--- src/hdl/arp_pkg.sv ---
// Shared types and constants of the address resolution engine.
// No dependencies; every other file of the block uses it.
package arp_pkg;

   localparam int CACHE_ENTRIES   = 16;
   localparam int PENDING_ENTRIES = 16;
   localparam int QUEUE_DEPTH     = 32;
   localparam int TAG_BITS        = 16;

   localparam int TAG_W  = (TAG_BITS < 16) ? TAG_BITS : 16;
   localparam int CI_W   = (CACHE_ENTRIES > 1) ? $clog2(CACHE_ENTRIES) : 1;
   localparam int PI_W   = (PENDING_ENTRIES > 1) ? $clog2(PENDING_ENTRIES) : 1;
   localparam int QI_W   = (QUEUE_DEPTH > 1) ? $clog2(QUEUE_DEPTH) : 1;
   localparam int QC_W   = $clog2(QUEUE_DEPTH + 1);
   localparam int MAX_N  = (CACHE_ENTRIES > PENDING_ENTRIES) ?
                           ((CACHE_ENTRIES > QUEUE_DEPTH) ? CACHE_ENTRIES : QUEUE_DEPTH) :
                           ((PENDING_ENTRIES > QUEUE_DEPTH) ? PENDING_ENTRIES : QUEUE_DEPTH);
   localparam int SCAN_W = $clog2(MAX_N + 1);

   localparam logic [47:0] BCAST_MAC = 48'hFFFF_FFFF_FFFF;
   localparam logic [15:0] IPV4_ETHERTYPE = 16'h0800;
   localparam logic [15:0] ARP_ETHERTYPE  = 16'h0806;
   localparam logic [15:0] OP_REQUEST = 16'd1;
   localparam logic [15:0] OP_REPLY   = 16'd2;

   localparam logic [1:0] ACT_SEND      = 2'd0;
   localparam logic [1:0] ACT_FRAME     = 2'd1;
   localparam logic [1:0] ACT_TICK      = 2'd2;
   localparam logic [1:0] ACT_UNDEFINED = 2'd3;

   localparam logic [2:0] KIND_IPV4    = 3'd0;
   localparam logic [2:0] KIND_REQUEST = 3'd1;
   localparam logic [2:0] KIND_REPLY   = 3'd2;
   localparam logic [2:0] KIND_DELIVER = 3'd3;
   localparam logic [2:0] KIND_DROP    = 3'd4;

   localparam logic [1:0] REG_LOCAL_MAC = 2'd0;
   localparam logic [1:0] REG_LOCAL_IP  = 2'd1;
   localparam logic [1:0] REG_LIFETIME  = 2'd2;
   localparam logic [1:0] REG_RETRY     = 2'd3;

   typedef struct packed {
      logic [1:0]  action;
      logic [31:0] hop_ip;
      logic [15:0] datagram_tag;
      logic [47:0] frame_dst_mac;
      logic [15:0] frame_type;
      logic        payload_ok;
      logic [15:0] arp_opcode;
      logic [31:0] sender_ip;
      logic [47:0] sender_mac;
      logic [31:0] target_ip;
      logic [47:0] target_mac;
      logic [15:0] elapsed_ms;
   } req_payload_type;

   typedef struct packed {
      logic [2:0]  result_kind;
      logic [47:0] dest_mac;
      logic [31:0] arp_target_ip;
      logic [47:0] arp_target_mac;
      logic [15:0] out_tag;
      logic        last;
   } rsp_payload_type;

   typedef struct packed {
      logic [47:0] local_mac;
      logic [31:0] local_ip;
      logic [15:0] entry_lifetime_ms;
      logic [15:0] retry_interval_ms;
   } cfg_type;

   typedef struct packed {
      logic            emit;
      logic            finish;
      rsp_payload_type data;
   } emit_type;

endpackage

--- src/hdl/arp_out_stage.sv ---
// Result holding stage: delays each result by one so the final one carries last,
// and registers the result channel. Depends on arp_pkg.
module arp_out_stage (
   input  logic                     clock,
   input  logic                     reset,
   input  arp_pkg::emit_type        emit,
   output logic                     go,
   output logic                     rsp_valid,
   input  logic                     rsp_ready,
   output arp_pkg::rsp_payload_type rsp_data
);

   logic                     hold_v_ff, hold_v_in;
   arp_pkg::rsp_payload_type hold_ff, hold_in;
   logic                     out_v_ff, out_v_in;
   arp_pkg::rsp_payload_type out_ff, out_in;

   assign go        = !out_v_ff || rsp_ready;
   assign rsp_valid = out_v_ff;
   assign rsp_data  = out_ff;

   always_comb begin
      hold_v_in = hold_v_ff;
      hold_in   = hold_ff;
      out_v_in  = out_v_ff && !rsp_ready;
      out_in    = out_ff;
      if (go && emit.emit) begin
         if (hold_v_ff) begin
            out_v_in     = 1'b1;
            out_in       = hold_ff;
            out_in.last  = 1'b0;
         end
         hold_v_in = 1'b1;
         hold_in   = emit.data;
      end else if (go && emit.finish && hold_v_ff) begin
         out_v_in    = 1'b1;
         out_in      = hold_ff;
         out_in.last = 1'b1;
         hold_v_in   = 1'b0;
      end
   end

   always_ff @(posedge clock) begin
      if (reset) begin
         hold_v_ff <= 1'b0;
         out_v_ff  <= 1'b0;
      end else begin
         hold_v_ff <= hold_v_in;
         out_v_ff  <= out_v_in;
      end
      hold_ff <= hold_in;
      out_ff  <= out_in;
   end

endmodule

--- config.mk ---
export PLATFORM = sky130hd
export DESIGN_NAME = arp_out_stage
export DESIGN_NICKNAME = d
export VERILOG_FILES = /design/src/hdl/arp_pkg.sv /design/src/hdl/arp_out_stage.sv
export SDC_FILE = /design/constraint.sdc
export NUM_CORES = 1
export LEC_CHECK = 0
export ABC_AREA = 1
export BUFFER_PORTS_ARGS = -buffer_cell sky130_fd_sc_hd__buf_2
export CORE_ASPECT_RATIO = 1.75
export CORE_MARGIN = 5
export CORE_UTILIZATION = 35
export DETAILED_ROUTE_END_ITERATION = 6
export SLEW_MARGIN = 30
export SYNTH_ARGS = -nofsm -noshare
export SYNTH_HDL_FRONTEND = slang
export SYNTH_SLANG_ARGS = --single-unit
--- constraint.sdc ---
create_clock -name clock -period 12.7 [get_ports clock]
set_clock_uncertainty 0.05 [all_clocks]
set_input_delay 1.905 -clock clock [delete_from_list [all_inputs] [get_ports clock]]
set_output_delay 1.905 -clock clock [all_outputs]
set_load 0.02 [all_outputs]
==> metrics.cfg <==
[synth]
yosysSeqAreaShare_pct = 99.1
synth_edf_count = 295
synth-seq-cells = 297
synth_nets = 460
ys.flop_type = edfxtp_1
synth_top_area_share_pct = 98.7
synth.cell_area_um2 = 8970
yosys.area.top_type = edfxtp_1
synth.most_common_cell = edfxtp_1
synth_area_leaders = edfxtp_1 99%, dfxtp_1 0.45%, o211ai_4 0.24%
yosysWarnings = 0
syn_area_per_cell_um2 = 29.2
synthCells = 307
yosys-top-cells-count = 295 x edfxtp_1, 3 x nand2_2, 2 x dfxtp_1, 2 x inv_1
synth_cell_types = 9
async_flop_share_pct = 0

[route]
drt_iter0_markers = 213
routed_via_density = 4.28
drc_errors = 0
wl_per_cell_um = 19.3
ant_nets = 0
num_vias = 4171
drt-total-wl_mm = 18.8
drtPass1Iterations = 4

[timing]
finalMaxSlewViolations = 0
worst_pin_slew_ns = 0.861
rsz0062_at_grt = false
setup_violations = 0
period_share_pct = 33.5
tns_ns = 0
period_minus_slack_ns = 4.25
fmax_mhz = 235
hold-worst-slack_ns = 0.362
hold_viol = 0
slew_headroom_pct = 42.6

[clock_network]
cts.repair.resized = 0
hold_buffers = 0
clock_latency_ns = 0.53
cts.sinks = 297
cts.path.max_buffers = 3
cts_tree = done
cts_setup_buffers = 0
cts_buffers = 28
path_clk_slew_ns = 0.06
htree_levels = 1
cts_root_buf = clkbuf_16

[flow_run]
max_cap_viol_count = 0

[global_routing]
grt_overflow = 0
grtUsageTotal_pct = 12.5
antenna_found_initial = 3
grt_pass1_vias = 4567
grt_first_pass_wirelength_mm = 26.9
grt_max_degree = 92

[worst_setup_path]
cp.required_ns = 10.74
reg2reg_depth = 4
end_kind = output port
regToRegSetupSlack_ns = 10.35
worstReg2RegStart = rsp_valid
r2r_end = rsp_data[141]
critPathKind = in2out
worstPathArrival_ns = 2.29
cp_max_fo = 5
worst_setup_path_start_kind = primary input

[floorplan]
fp.coreArea_um2 = 25300
ios = 303
start_util_pct = 35.4
die_h_um = 222
dieArea_um2 = 29100
rows = 77
die_w_um = 131

[run_status]
status = finished clean

[placed_design]
hpwlAfterDp_mm = 13.1
portBuffers = 301
dp_cells = 926
gp_congestion = 0.718

[hold_path]
min_delay_worst_endpoint = rsp_data[136]
min_from = hold_ff[136]
hold_path_depth = 0
worstHoldPathType = reg2reg

[final_layout]
nets = 793
final_cells = 975
drive_gt1_share_pct = 53.0
area_growth_pct = 32.0

[pwr]
ir_drop_mv = 0.116
p_per_area_nw_per_um2 = 179
p_leak_nw = 4.52
total_power_w = 0.00212

-- area by class of cell --
| cell class | instances | area, um^2 |
|---|---|---|
| clock inverters | 12 | 189 |
| clock buffers | 36 | 752 |
| fillers | 2169 | 13500 |
| diodes | 1 | 2.50 |
| well taps | 316 | 395 |
| repair buffers | 303 | 1530 |
| inverters | 3 | 21.3 |
| flip-flops and latches | 297 | 8900 |
| multi-input cells | 7 | 65.1 |
-- critical path, stage by stage --
cell and delay, ns:
buf_2 0.10, inv_2 0.05, nand2_4 0.07, buf_2 0.17
-- flip-flops by register name (all words and copies together), names as in the netlist --
name       count
hold_ff      147
hold_v_ff      1
rsp_data     148
rsp_valid      1
-- how the worst max path moves through the flow --
stage               startpoint     endpoint  slack [ns]  cells past startpoint
finish               rsp_ready           go        8.45                      4
global route         rsp_ready           go        8.42                      4
CTS                  rsp_ready           go        8.45                      4
detailed placement   rsp_ready           go        8.45                      4
global placement     rsp_ready           go        8.43                      4
floorplan            rsp_ready  rsp_data[0]        7.14                      4
-- stage by stage --
step | util [%] | setup slack (ns) | area (um^2)
3_5_place_dp | 43.0 | 8.45 | 10900
4_1_cts | 46.8 | 8.45 | 11800
2_1_floorplan | - | 7.14 | 8970
6_report | 46.8 | 8.45 | 11800
3_3_place_gp | 43.0 | 8.43 | 10900
5_1_grt | 46.8 | 8.42 | 11800
-- where the power goes --
group | total, W | internal [W] | switching (W)
combinational | 0.000107 | 0.0000326 | 0.0000743
clock | 0.000854 | 0.000518 | 0.000337
sequential | 0.00116 | 0.00114 | 0.0000133
-- kinds of logic after synthesis --
logic type / Yosys count / synth area share, %
compound gates: 3 / 0.390
buf+inv: 3 / 0.125
flops: 297 / 99.1
simple gates: 4 / 0.335
-- layer usage --
metal | routed length, um | global-route usage (%) | vias up
li1 | - | - | 1910
met1 | 6340 | 13.1 | 2051
met2 | 10500 | 22.9 | 172
met3 | 1440 | 3.04 | 34
met4 | 493 | 5.25 | 4
met5 | 34 | 0 | -
-- layout by cell type (no fill, tap or decap) --
cell type	netlist	routed
clkbuf_16	0	29
diode_2	0	1
o211ai_4	1	1
clkinv_1	0	4
buf_2	0	301
inv_2	1	1
buf_6	0	1
inv_8	0	1
edfxtp_1	295	295
a21oi_2	1	1
bufinv_16	0	5
a21oi_1	1	1
inv_6	0	2
clkbuf_1	0	7
nand2_4	1	1
buf_4	0	1
clkinvlp_4	0	1
clkinv_2	0	1
dfxtp_1	2	2
nand2_2	3	3
Power figures use the tool's default switching activity.
