--- src/hdl/arp_pkg.sv ---
// Shared types and constants of the address resolution engine.
// No dependencies; every other file of the block uses it.
package arp_pkg;

   localparam int CACHE_ENTRIES   = 16;
   localparam int PENDING_ENTRIES = 16;
   localparam int QUEUE_DEPTH     = 32;
   localparam int TAG_BITS        = 16;

   localparam int TAG_W  = (TAG_BITS < 16) ? TAG_BITS : 16;
   localparam int CI_W   = (CACHE_ENTRIES > 1) ? $clog2(CACHE_ENTRIES) : 1;
   localparam int PI_W   = (PENDING_ENTRIES > 1) ? $clog2(PENDING_ENTRIES) : 1;
   localparam int QI_W   = (QUEUE_DEPTH > 1) ? $clog2(QUEUE_DEPTH) : 1;
   localparam int QC_W   = $clog2(QUEUE_DEPTH + 1);
   localparam int MAX_N  = (CACHE_ENTRIES > PENDING_ENTRIES) ?
                           ((CACHE_ENTRIES > QUEUE_DEPTH) ? CACHE_ENTRIES : QUEUE_DEPTH) :
                           ((PENDING_ENTRIES > QUEUE_DEPTH) ? PENDING_ENTRIES : QUEUE_DEPTH);
   localparam int SCAN_W = $clog2(MAX_N + 1);

   localparam logic [47:0] BCAST_MAC = 48'hFFFF_FFFF_FFFF;
   localparam logic [15:0] IPV4_ETHERTYPE = 16'h0800;
   localparam logic [15:0] ARP_ETHERTYPE  = 16'h0806;
   localparam logic [15:0] OP_REQUEST = 16'd1;
   localparam logic [15:0] OP_REPLY   = 16'd2;

   localparam logic [1:0] ACT_SEND      = 2'd0;
   localparam logic [1:0] ACT_FRAME     = 2'd1;
   localparam logic [1:0] ACT_TICK      = 2'd2;
   localparam logic [1:0] ACT_UNDEFINED = 2'd3;

   localparam logic [2:0] KIND_IPV4    = 3'd0;
   localparam logic [2:0] KIND_REQUEST = 3'd1;
   localparam logic [2:0] KIND_REPLY   = 3'd2;
   localparam logic [2:0] KIND_DELIVER = 3'd3;
   localparam logic [2:0] KIND_DROP    = 3'd4;

   localparam logic [1:0] REG_LOCAL_MAC = 2'd0;
   localparam logic [1:0] REG_LOCAL_IP  = 2'd1;
   localparam logic [1:0] REG_LIFETIME  = 2'd2;
   localparam logic [1:0] REG_RETRY     = 2'd3;

   typedef struct packed {
      logic [1:0]  action;
      logic [31:0] hop_ip;
      logic [15:0] datagram_tag;
      logic [47:0] frame_dst_mac;
      logic [15:0] frame_type;
      logic        payload_ok;
      logic [15:0] arp_opcode;
      logic [31:0] sender_ip;
      logic [47:0] sender_mac;
      logic [31:0] target_ip;
      logic [47:0] target_mac;
      logic [15:0] elapsed_ms;
   } req_payload_type;

   typedef struct packed {
      logic [2:0]  result_kind;
      logic [47:0] dest_mac;
      logic [31:0] arp_target_ip;
      logic [47:0] arp_target_mac;
      logic [15:0] out_tag;
      logic        last;
   } rsp_payload_type;

   typedef struct packed {
      logic [47:0] local_mac;
      logic [31:0] local_ip;
      logic [15:0] entry_lifetime_ms;
      logic [15:0] retry_interval_ms;
   } cfg_type;

   typedef struct packed {
      logic            emit;
      logic            finish;
      rsp_payload_type data;
   } emit_type;

endpackage

--- src/hdl/arp_engine.sv ---
// Sequencer with the cache, pending and queue memories: scans each entry with a read
// state, then an evaluate state that writes back. Depends on arp_pkg.
module arp_engine (
   input  logic                     clock,
   input  logic                     reset,
   input  logic                     req_valid,
   output logic                     req_ready,
   input  arp_pkg::req_payload_type req_data,
   input  arp_pkg::cfg_type         cfg,
   output arp_pkg::emit_type        emit,
   input  logic                     go
);

   typedef enum logic [18:0] {
      ST_IDLE     = 19'h00001,
      ST_FR_DEC   = 19'h00002,
      ST_C_RD     = 19'h00004,
      ST_C_EV     = 19'h00008,
      ST_SEND_DEC = 19'h00010,
      ST_P_RD     = 19'h00020,
      ST_P_EV     = 19'h00040,
      ST_SEND_FIN = 19'h00080,
      ST_L_WR     = 19'h00100,
      ST_Q_RD     = 19'h00200,
      ST_Q_EV     = 19'h00400,
      ST_PC_RD    = 19'h00800,
      ST_PC_EV    = 19'h01000,
      ST_TP_RD    = 19'h02000,
      ST_TP_EV    = 19'h04000,
      ST_TS_RD    = 19'h08000,
      ST_TS_EV    = 19'h10000,
      ST_TS_EMIT  = 19'h20000,
      ST_DONE     = 19'h40000
   } state_type;

   typedef enum logic [1:0] {MODE_SEND, MODE_LEARN, MODE_TICK} mode_type;

   typedef struct packed {
      logic [31:0] ip;
      logic [47:0] mac;
      logic [15:0] ttl;
   } cache_entry_type;

   typedef struct packed {
      logic [31:0] ip;
      logic [15:0] ttl;
   } pend_entry_type;

   typedef struct packed {
      logic [31:0]                ip;
      logic [arp_pkg::TAG_W-1:0] tag;
   } queue_entry_type;

   cache_entry_type cache_mem_ff [arp_pkg::CACHE_ENTRIES];
   pend_entry_type  pend_mem_ff  [arp_pkg::PENDING_ENTRIES];
   queue_entry_type queue_mem_ff [arp_pkg::QUEUE_DEPTH];

   cache_entry_type c_rdata_ff, c_wdata;
   pend_entry_type  p_rdata_ff, p_wdata;
   queue_entry_type q_rdata_ff, q_wdata;
   logic                     c_re, c_we, p_re, p_we, q_re, q_we;
   logic [arp_pkg::CI_W-1:0] c_waddr;
   logic [arp_pkg::PI_W-1:0] p_waddr;
   logic [arp_pkg::QI_W-1:0] q_waddr;

   state_type                 state_ff, state_in;
   mode_type                  mode_ff, mode_in;
   arp_pkg::req_payload_type  item_ff, item_in;
   logic [arp_pkg::SCAN_W-1:0] idx_ff, idx_in;
   logic [arp_pkg::CACHE_ENTRIES-1:0]   cvalid_ff, cvalid_in;
   logic [arp_pkg::PENDING_ENTRIES-1:0] pvalid_ff, pvalid_in, due_ff, due_in;
   logic [arp_pkg::QC_W-1:0]  qcount_ff, qcount_in, w_ff, w_in;
   logic                      hit_ff, hit_in, free_ff, free_in;
   logic [arp_pkg::CI_W-1:0]  hit_idx_ff, hit_idx_in, free_idx_ff, free_idx_in;
   logic [arp_pkg::CI_W-1:0]  min_idx_ff, min_idx_in;
   logic [15:0]               min_ttl_ff, min_ttl_in;
   logic [47:0]               hit_mac_ff, hit_mac_in;
   logic                      pmatch_ff, pmatch_in, pfree_ff, pfree_in;
   logic [arp_pkg::PI_W-1:0]  pfree_idx_ff, pfree_idx_in, best_idx_ff, best_idx_in;
   logic                      found_ff, found_in;
   logic [31:0]               best_ip_ff, best_ip_in;

   logic                      adv;
   logic [31:0]               key_ip;
   logic [arp_pkg::CI_W-1:0]  ci;
   logic [arp_pkg::PI_W-1:0]  pi;
   logic [arp_pkg::QI_W-1:0]  qi;
   logic                      c_last, p_last, q_last;
   logic                      dst_ok, is_req, is_rep;
   logic [arp_pkg::QC_W-1:0]  w_next;

   assign ci     = idx_ff[arp_pkg::CI_W-1:0];
   assign pi     = idx_ff[arp_pkg::PI_W-1:0];
   assign qi     = idx_ff[arp_pkg::QI_W-1:0];
   assign c_last = idx_ff == arp_pkg::SCAN_W'(arp_pkg::CACHE_ENTRIES - 1);
   assign p_last = idx_ff == arp_pkg::SCAN_W'(arp_pkg::PENDING_ENTRIES - 1);
   assign q_last = (arp_pkg::QC_W'(idx_ff) + arp_pkg::QC_W'(1)) == qcount_ff;
   assign key_ip = (mode_ff == MODE_SEND) ? item_ff.hop_ip : item_ff.sender_ip;
   assign dst_ok = (item_ff.frame_dst_mac == cfg.local_mac) ||
                   (item_ff.frame_dst_mac == arp_pkg::BCAST_MAC);
   assign is_req = (item_ff.arp_opcode == arp_pkg::OP_REQUEST) &&
                   (item_ff.target_ip == cfg.local_ip);
   assign is_rep = (item_ff.arp_opcode == arp_pkg::OP_REPLY) &&
                   (item_ff.target_mac == cfg.local_mac);
   assign adv    = go || !(emit.emit || emit.finish);
   assign req_ready = state_ff == ST_IDLE;

   always_comb begin
      state_in     = state_ff;
      mode_in      = mode_ff;
      item_in      = item_ff;
      idx_in       = idx_ff;
      cvalid_in    = cvalid_ff;
      pvalid_in    = pvalid_ff;
      due_in       = due_ff;
      qcount_in    = qcount_ff;
      w_in         = w_ff;
      hit_in       = hit_ff;
      hit_idx_in   = hit_idx_ff;
      hit_mac_in   = hit_mac_ff;
      free_in      = free_ff;
      free_idx_in  = free_idx_ff;
      min_idx_in   = min_idx_ff;
      min_ttl_in   = min_ttl_ff;
      pmatch_in    = pmatch_ff;
      pfree_in     = pfree_ff;
      pfree_idx_in = pfree_idx_ff;
      found_in     = found_ff;
      best_idx_in  = best_idx_ff;
      best_ip_in   = best_ip_ff;
      emit         = '0;
      c_re = 1'b0; c_we = 1'b0; c_waddr = ci; c_wdata = c_rdata_ff;
      p_re = 1'b0; p_we = 1'b0; p_waddr = pi; p_wdata = p_rdata_ff;
      q_re = 1'b0; q_we = 1'b0; q_waddr = qi; q_wdata = q_rdata_ff;
      w_next = w_ff;

      unique case (state_ff)
         ST_IDLE: begin
            if (req_valid) begin
               item_in   = req_data;
               idx_in    = '0;
               hit_in    = 1'b0;
               free_in   = 1'b0;
               pmatch_in = 1'b0;
               pfree_in  = 1'b0;
               found_in  = 1'b0;
               unique case (req_data.action)
                  arp_pkg::ACT_SEND: begin
                     mode_in  = MODE_SEND;
                     state_in = ST_C_RD;
                  end
                  arp_pkg::ACT_FRAME: state_in = ST_FR_DEC;
                  arp_pkg::ACT_TICK: begin
                     mode_in  = MODE_TICK;
                     state_in = ST_C_RD;
                  end
                  default: state_in = ST_DONE;
               endcase
            end
         end
         ST_FR_DEC: begin
            state_in = ST_DONE;
            if (dst_ok && item_ff.payload_ok) begin
               if (item_ff.frame_type == arp_pkg::IPV4_ETHERTYPE) begin
                  emit.emit             = 1'b1;
                  emit.data.result_kind = arp_pkg::KIND_DELIVER;
               end else if (item_ff.frame_type == arp_pkg::ARP_ETHERTYPE &&
                            (is_req || is_rep)) begin
                  if (is_req) begin
                     emit.emit                = 1'b1;
                     emit.data.result_kind    = arp_pkg::KIND_REPLY;
                     emit.data.dest_mac       = item_ff.sender_mac;
                     emit.data.arp_target_ip  = item_ff.sender_ip;
                     emit.data.arp_target_mac = item_ff.sender_mac;
                  end
                  mode_in  = MODE_LEARN;
                  state_in = ST_C_RD;
               end
            end
         end
         ST_C_RD: begin
            c_re     = 1'b1;
            state_in = ST_C_EV;
         end
         ST_C_EV: begin
            if (mode_ff == MODE_TICK) begin
               if (cvalid_ff[ci]) begin
                  if (c_rdata_ff.ttl <= item_ff.elapsed_ms) begin
                     cvalid_in[ci] = 1'b0;
                  end else begin
                     c_we        = 1'b1;
                     c_wdata.ttl = c_rdata_ff.ttl - item_ff.elapsed_ms;
                  end
               end
            end else begin
               if (cvalid_ff[ci] && c_rdata_ff.ip == key_ip && !hit_ff) begin
                  hit_in     = 1'b1;
                  hit_idx_in = ci;
                  hit_mac_in = c_rdata_ff.mac;
               end
               if (!cvalid_ff[ci] && !free_ff) begin
                  free_in     = 1'b1;
                  free_idx_in = ci;
               end
               if (idx_ff == '0 || c_rdata_ff.ttl < min_ttl_ff) begin
                  min_ttl_in = c_rdata_ff.ttl;
                  min_idx_in = ci;
               end
            end
            if (c_last) begin
               idx_in = '0;
               unique case (mode_ff)
                  MODE_SEND:  state_in = ST_SEND_DEC;
                  MODE_LEARN: state_in = ST_L_WR;
                  default:    state_in = ST_TP_RD;
               endcase
            end else begin
               idx_in   = idx_ff + 1'b1;
               state_in = ST_C_RD;
            end
         end
         ST_SEND_DEC: begin
            state_in = ST_DONE;
            if (hit_ff) begin
               emit.emit             = 1'b1;
               emit.data.result_kind = arp_pkg::KIND_IPV4;
               emit.data.dest_mac    = hit_mac_ff;
               emit.data.out_tag     = 16'(arp_pkg::TAG_W'(item_ff.datagram_tag));
            end else if (qcount_ff >= arp_pkg::QC_W'(arp_pkg::QUEUE_DEPTH)) begin
               emit.emit             = 1'b1;
               emit.data.result_kind = arp_pkg::KIND_DROP;
               emit.data.out_tag     = 16'(arp_pkg::TAG_W'(item_ff.datagram_tag));
            end else begin
               idx_in   = '0;
               state_in = ST_P_RD;
            end
         end
         ST_P_RD: begin
            p_re     = 1'b1;
            state_in = ST_P_EV;
         end
         ST_P_EV: begin
            if (pvalid_ff[pi] && p_rdata_ff.ip == item_ff.hop_ip) begin
               pmatch_in = 1'b1;
            end
            if (!pvalid_ff[pi] && !pfree_ff) begin
               pfree_in     = 1'b1;
               pfree_idx_in = pi;
            end
            if (p_last) begin
               state_in = ST_SEND_FIN;
            end else begin
               idx_in   = idx_ff + 1'b1;
               state_in = ST_P_RD;
            end
         end
         ST_SEND_FIN: begin
            state_in = ST_DONE;
            if (!pmatch_ff && !pfree_ff) begin
               emit.emit             = 1'b1;
               emit.data.result_kind = arp_pkg::KIND_DROP;
               emit.data.out_tag     = 16'(arp_pkg::TAG_W'(item_ff.datagram_tag));
            end else begin
               if (!pmatch_ff) begin
                  emit.emit               = 1'b1;
                  emit.data.result_kind   = arp_pkg::KIND_REQUEST;
                  emit.data.dest_mac      = arp_pkg::BCAST_MAC;
                  emit.data.arp_target_ip = item_ff.hop_ip;
                  p_we                    = 1'b1;
                  p_waddr                 = pfree_idx_ff;
                  p_wdata.ip              = item_ff.hop_ip;
                  p_wdata.ttl             = cfg.retry_interval_ms;
                  pvalid_in[pfree_idx_ff] = 1'b1;
               end
               q_we        = 1'b1;
               q_waddr     = qcount_ff[arp_pkg::QI_W-1:0];
               q_wdata.ip  = item_ff.hop_ip;
               q_wdata.tag = arp_pkg::TAG_W'(item_ff.datagram_tag);
               qcount_in   = qcount_ff + 1'b1;
            end
         end
         ST_L_WR: begin
            c_we        = 1'b1;
            c_waddr     = hit_ff ? hit_idx_ff : (free_ff ? free_idx_ff : min_idx_ff);
            c_wdata.ip  = item_ff.sender_ip;
            c_wdata.mac = item_ff.sender_mac;
            c_wdata.ttl = cfg.entry_lifetime_ms;
            cvalid_in[c_waddr] = 1'b1;
            idx_in      = '0;
            w_in        = '0;
            state_in    = (qcount_ff == '0) ? ST_PC_RD : ST_Q_RD;
         end
         ST_Q_RD: begin
            q_re     = 1'b1;
            state_in = ST_Q_EV;
         end
         ST_Q_EV: begin
            if (q_rdata_ff.ip == item_ff.sender_ip) begin
               emit.emit             = 1'b1;
               emit.data.result_kind = arp_pkg::KIND_IPV4;
               emit.data.dest_mac    = item_ff.sender_mac;
               emit.data.out_tag     = 16'(q_rdata_ff.tag);
            end else begin
               q_we    = 1'b1;
               q_waddr = w_ff[arp_pkg::QI_W-1:0];
               q_wdata = q_rdata_ff;
               w_next  = w_ff + 1'b1;
            end
            w_in = w_next;
            if (q_last) begin
               qcount_in = w_next;
               idx_in    = '0;
               state_in  = ST_PC_RD;
            end else begin
               idx_in   = idx_ff + 1'b1;
               state_in = ST_Q_RD;
            end
         end
         ST_PC_RD: begin
            p_re     = 1'b1;
            state_in = ST_PC_EV;
         end
         ST_PC_EV: begin
            if (pvalid_ff[pi] && p_rdata_ff.ip == item_ff.sender_ip) begin
               pvalid_in[pi] = 1'b0;
            end
            if (p_last) begin
               state_in = ST_DONE;
            end else begin
               idx_in   = idx_ff + 1'b1;
               state_in = ST_PC_RD;
            end
         end
         ST_TP_RD: begin
            p_re     = 1'b1;
            state_in = ST_TP_EV;
         end
         ST_TP_EV: begin
            if (pvalid_ff[pi]) begin
               if (p_rdata_ff.ttl <= item_ff.elapsed_ms) begin
                  due_in[pi] = 1'b1;
               end else begin
                  p_we        = 1'b1;
                  p_wdata.ttl = p_rdata_ff.ttl - item_ff.elapsed_ms;
               end
            end
            if (p_last) begin
               idx_in   = '0;
               found_in = 1'b0;
               state_in = ST_TS_RD;
            end else begin
               idx_in   = idx_ff + 1'b1;
               state_in = ST_TP_RD;
            end
         end
         ST_TS_RD: begin
            p_re     = 1'b1;
            state_in = ST_TS_EV;
         end
         ST_TS_EV: begin
            if (due_ff[pi] && (!found_ff || p_rdata_ff.ip < best_ip_ff)) begin
               found_in    = 1'b1;
               best_idx_in = pi;
               best_ip_in  = p_rdata_ff.ip;
            end
            if (p_last) begin
               state_in = ST_TS_EMIT;
            end else begin
               idx_in   = idx_ff + 1'b1;
               state_in = ST_TS_RD;
            end
         end
         ST_TS_EMIT: begin
            if (!found_ff) begin
               state_in = ST_DONE;
            end else begin
               emit.emit               = 1'b1;
               emit.data.result_kind   = arp_pkg::KIND_REQUEST;
               emit.data.dest_mac      = arp_pkg::BCAST_MAC;
               emit.data.arp_target_ip = best_ip_ff;
               p_we                    = 1'b1;
               p_waddr                 = best_idx_ff;
               p_wdata.ip              = best_ip_ff;
               p_wdata.ttl             = cfg.retry_interval_ms;
               due_in[best_idx_ff]     = 1'b0;
               idx_in                  = '0;
               found_in                = 1'b0;
               state_in                = ST_TS_RD;
            end
         end
         ST_DONE: begin
            emit.finish = 1'b1;
            state_in    = ST_IDLE;
         end
         default: state_in = ST_IDLE;
      endcase
   end

   always_ff @(posedge clock) begin
      if (adv && c_we) cache_mem_ff[c_waddr] <= c_wdata;
      if (adv && c_re) c_rdata_ff <= cache_mem_ff[ci];
      if (adv && p_we) pend_mem_ff[p_waddr] <= p_wdata;
      if (adv && p_re) p_rdata_ff <= pend_mem_ff[pi];
      if (adv && q_we) queue_mem_ff[q_waddr] <= q_wdata;
      if (adv && q_re) q_rdata_ff <= queue_mem_ff[qi];
   end

   always_ff @(posedge clock) begin
      if (reset) begin
         state_ff  <= ST_IDLE;
         cvalid_ff <= '0;
         pvalid_ff <= '0;
         due_ff    <= '0;
         qcount_ff <= '0;
      end else if (adv) begin
         state_ff  <= state_in;
         cvalid_ff <= cvalid_in;
         pvalid_ff <= pvalid_in;
         due_ff    <= due_in;
         qcount_ff <= qcount_in;
      end
      if (adv) begin
         mode_ff      <= mode_in;
         item_ff      <= item_in;
         idx_ff       <= idx_in;
         w_ff         <= w_in;
         hit_ff       <= hit_in;
         hit_idx_ff   <= hit_idx_in;
         hit_mac_ff   <= hit_mac_in;
         free_ff      <= free_in;
         free_idx_ff  <= free_idx_in;
         min_idx_ff   <= min_idx_in;
         min_ttl_ff   <= min_ttl_in;
         pmatch_ff    <= pmatch_in;
         pfree_ff     <= pfree_in;
         pfree_idx_ff <= pfree_idx_in;
         found_ff     <= found_in;
         best_idx_ff  <= best_idx_in;
         best_ip_ff   <= best_ip_in;
      end
   end

endmodule

--- config.mk ---
export PLATFORM = sky130hd
export DESIGN_NAME = arp_engine
export DESIGN_NICKNAME = d
export VERILOG_FILES = /design/src/hdl/arp_pkg.sv /design/src/hdl/arp_engine.sv
export SDC_FILE = /design/constraint.sdc
export NUM_CORES = 2
export LEC_CHECK = 0
export ABC_AREA = 1
export BUFFER_PORTS_ARGS = -buffer_cell sky130_fd_sc_hd__buf_4
export CAP_MARGIN = 20
export CORE_ASPECT_RATIO = 1.4
export CORE_UTILIZATION = 45
export CTS_BUF_LIST = sky130_fd_sc_hd__clkbuf_8
export DETAILED_ROUTE_END_ITERATION = 6
export GPL_TIMING_DRIVEN = 0
export PLACE_DENSITY = 0.6
export SKIP_CTS_REPAIR_TIMING = 1
export SLEW_MARGIN = 20
export SYNTH_ARGS = -nofsm -noshare
export SYNTH_HDL_FRONTEND = slang
export SYNTH_SLANG_ARGS = --single-unit
export TNS_END_PERCENT = 10
--- constraint.sdc ---
create_clock -name clock -period 30.5 [get_ports clock]
set_input_delay 6.1 -clock clock [delete_from_list [all_inputs] [get_ports clock]]
set_output_delay 6.1 -clock clock [all_outputs]
set_load 0.02 [all_outputs]
==> results.json <==
{
  "grt_overflow": 0,
  "drv_cap": 0,
  "die_h_um": 758,
  "synthArstFlopShare": 0,
  "power.switching_mw": 8.02,
  "relSlewSlack": 0.0861,
  "ys_seq_area_frac": 0.740,
  "muxShareOfSynthArea": 0,
  "io_buffers": 571,
  "end_kind": "output port",
  "clk_pin_slew_worst_paths_ps": 60,
  "synth_fa_ha_area_frac": 0.00601,
  "fin_skew_ps": 165,
  "gp_routability_congestion": 1.00,
  "syn_inst": 14600,
  "routed_wl_um": 727000,
  "status": "finished clean",
  "clockPowerShare": 0.249,
  "root_buffer": "clkbuf_8",
  "ir_worst_vdd_v": 0.0000658,
  "first_iter_violations": 18700,
  "synthSimpleGateAreaFrac": 0.100,
  "synthFlopType": "edfxtp_1",
  "io_pins": 574,
  "tritoncts": "yes",
  "clock.fmax_mhz": 58.7,
  "seqPwrFrac": 0.390,
  "grt_usage": 0.346,
  "drive_gt1_frac": 0.140,
  "numCtsBuffers": 687,
  "hold_violations": 0,
  "start_util": 0.452,
  "first_global_vias": 129000,
  "synth-xor-area-share": 0.00869,
  "p_total_mw": 19.2,
  "comb_power_share": 0.361,
  "antenna_found_initial": 58,
  "synthToLayoutAreaGrowth_pct": 18.3,
  "coreArea_um2": 406000,
  "ys_types": 61,
  "num_vias": 135000,
  "rows": 277,
  "ys_ff_latch": 4545,
  "min_from": "c_rdata_ff[40]",
  "avgSynthCellArea_um2": 12.6,
  "nNetsFinal": 16900,
  "synth_compound_area_frac": 0.115,
  "fp.dieW_um": 542,
  "p_int_mw": 11.2,
  "yosysWarnings": 0,
  "synth_edf_count": 4472,
  "slew_viol_final": 0,
  "max_slew.worst_pin.slew_ps": 1360,
  "fin_crit_ps": 17030,
  "post_dp_cell_area_um2": 204000,
  "final_common_cell": "edfxtp_1",
  "netlist_area_um2": 184000,
  "rsz0062_at_grt": "false",
  "wl_per_cell_um": 32.4,
  "finalSetupViolCount": 0,
  "htreeDepth": 6,
  "nFillCells": 34800,
  "die_area_um2": 410000,
  "grt_pass1_wl_um": 984000,
  "final_cell_mix": "edfxtp_1, nor2_1, o21ai_0",
  "max_stage_delay_ps": 930,
  "finalCritPeriodShare": 0.558,
  "drc": 0,
  "timing.rr.start": "item_ff[146]",
  "slowest_stage": "o21ai_0",
  "fin_tns_setup_ps": 0,
  "cp.arrival_ps": 10930,
  "required_ps": 24400,
  "power_density_nw_per_um2": 88.4,
  "critPathMaxFanout": 10,
  "via_per_inst": 6.01,
  "synth_top_family_by_area": "compound AO/OA/AOI/OAI gates",
  "crit_top_cell": "nand2_1",
  "synth_nets": 15100,
  "hp-class": "flop to flop",
  "p_sw_frac": 0.418,
  "clk_latency_ps": 1430,
  "antenna_left": 0,
  "place.detailed.hpwl_um": 538000,
  "startpoint_type": "primary input",
  "crit_start": "cfg[100]",
  "max-clock-path-buffers": 4,
  "path_cells": "buf_4 > xnor2_1 > nand2_1 > nor2_1 > nand2_1 > nor2_1 > nand3_1 > a21oi_1 > nand2_1 > or2_2 > clkbuf_1 > clkbuf_2 > o21ai_0 > buf_4",
  "clock_sinks": 4545,
  "final_cell_area_um2": 217000,
  "post-route-util": 0.534,
  "power_leakage_nw": 74.1,
  "drt_pass1_iterations": 6,
  "critPathKind": "primary input to output port",
  "grt_max_degree": 55
}
==> Yosys cell counts (4+ instances only) <==
master        n  area [um2]
nand2_2      18         113
a221oi_4      4         105
ha_1         85        1060
o21ai_1       7        35.0
a22o_1       40         350
nand3_1     226        1130
o211ai_1     13        97.6
a31oi_1       8        50.1
xor2_1       23         201
nor2_2       15        93.8
buf_4        13        97.6
inv_2        23        86.3
nand2_4       4        45.0
inv_1       550        2060
nand2_1    1639        6150
or2_2        15        93.8
nor4_1       17         106
nand3b_1      9        67.6
nand4_1     221        1380
a21oi_1     155         776
clkbuf_1    710        2670
xnor2_1     159        1390
buf_1        57         214
nor3b_1       5        37.5
o21ai_0    2336       11700
buf_2       101         505
nor2_4       11         124
o2111ai_1    58         508
nor2_1     2291        8600
a211oi_1     43         323
a221oi_1     57         499
o22ai_1    1020        6380
edfxtp_1   4472      134000
o221ai_1      7        61.3
nor3_1       44         220
dfxtp_1      73        1460
==> metal layers <==
layer	part of all wire	global-route usage	vias to the layer above
li1	-	-	57200
met1	0.34	0.393	66500
met2	0.47	0.556	8807
met3	0.11	0.0946	2126
met4	0.086	0.267	20
met5	0.00020	0	-
==> cell type report <==
type	count	area, um2	area share
clock buffer	703	9680	0.0446
sequential	4545	136000	0.625
clock inverter	529	2890	0.0133
timing repair buffer	1087	12700	0.0583
tap	5440	6810	0.0314
inverter	577	2180	0.0100
multi-input combinational	8570	43300	0.199
buffer	884	3610	0.0166
antenna	69	173	0.000796
==> through the flow <==
| step | worst slack (ps) | hold WS (ps) | cells |
|---|---|---|---|
| after floorplan | 1520 | 427 | 14600 |
| after global placement | -14560 | 431 | 20600 |
| after detailed placement | 13560 | 434 | 21100 |
| after CTS | 13550 | 411 | 22300 |
| after global routing | 13580 | 457 | 22300 |
| final | 13470 | 422 | 22400 |
==> state kept, by name, summed over array words and instances (netlist names), 32 cells and up <==
register,cells
pend_mem_ff,768
best_ip_ff,32
p_rdata_ff,48
c_rdata_ff,96
hit_mac_ff,48
item_ff,305
q_rdata_ff,48
queue_mem_ff,1536
cache_mem_ff,1536
==> worst max-delay path, delay by kind of cell <==
kind            cells  cell delay (ps)
buf+inv             4             1510
xor+xnor            1              160
compound gates      2             1760
simple gates        7             1360
==> path summary, 6_finish.rpt <==
check | depth (start not counted) | slack, ps | end
setup / recovery | 14 | 13470 | emit[77]
hold / removal | 0 | 420 | hit_mac_ff[24]
setup reg to reg | 28 | 22300 | item_ff[291]
hold reg to reg | 0 | 420 | hit_mac_ff[24]
==> logic make-up after synthesis <==
kind of cell / count (synthesis)
simple gates: 4532
xor+xnor: 182
buf+inv: 1461
other cells: 1
compound gates: 3768
flops: 4545
fa+ha+maj: 87
==> power by group through the flow <==
stage          clock [mW]  combinational [mW]  sequential [mW]
2_1_floorplan           0                3.37             7.60
3_3_place_gp            0                6.35             7.79
3_5_place_dp            0                6.68             7.59
4_1_cts              4.78                6.70             7.46
5_1_grt              5.04                7.17             7.48
6_report             4.79                6.92             7.48
Note: power is estimated with default switching activity, not from simulation.
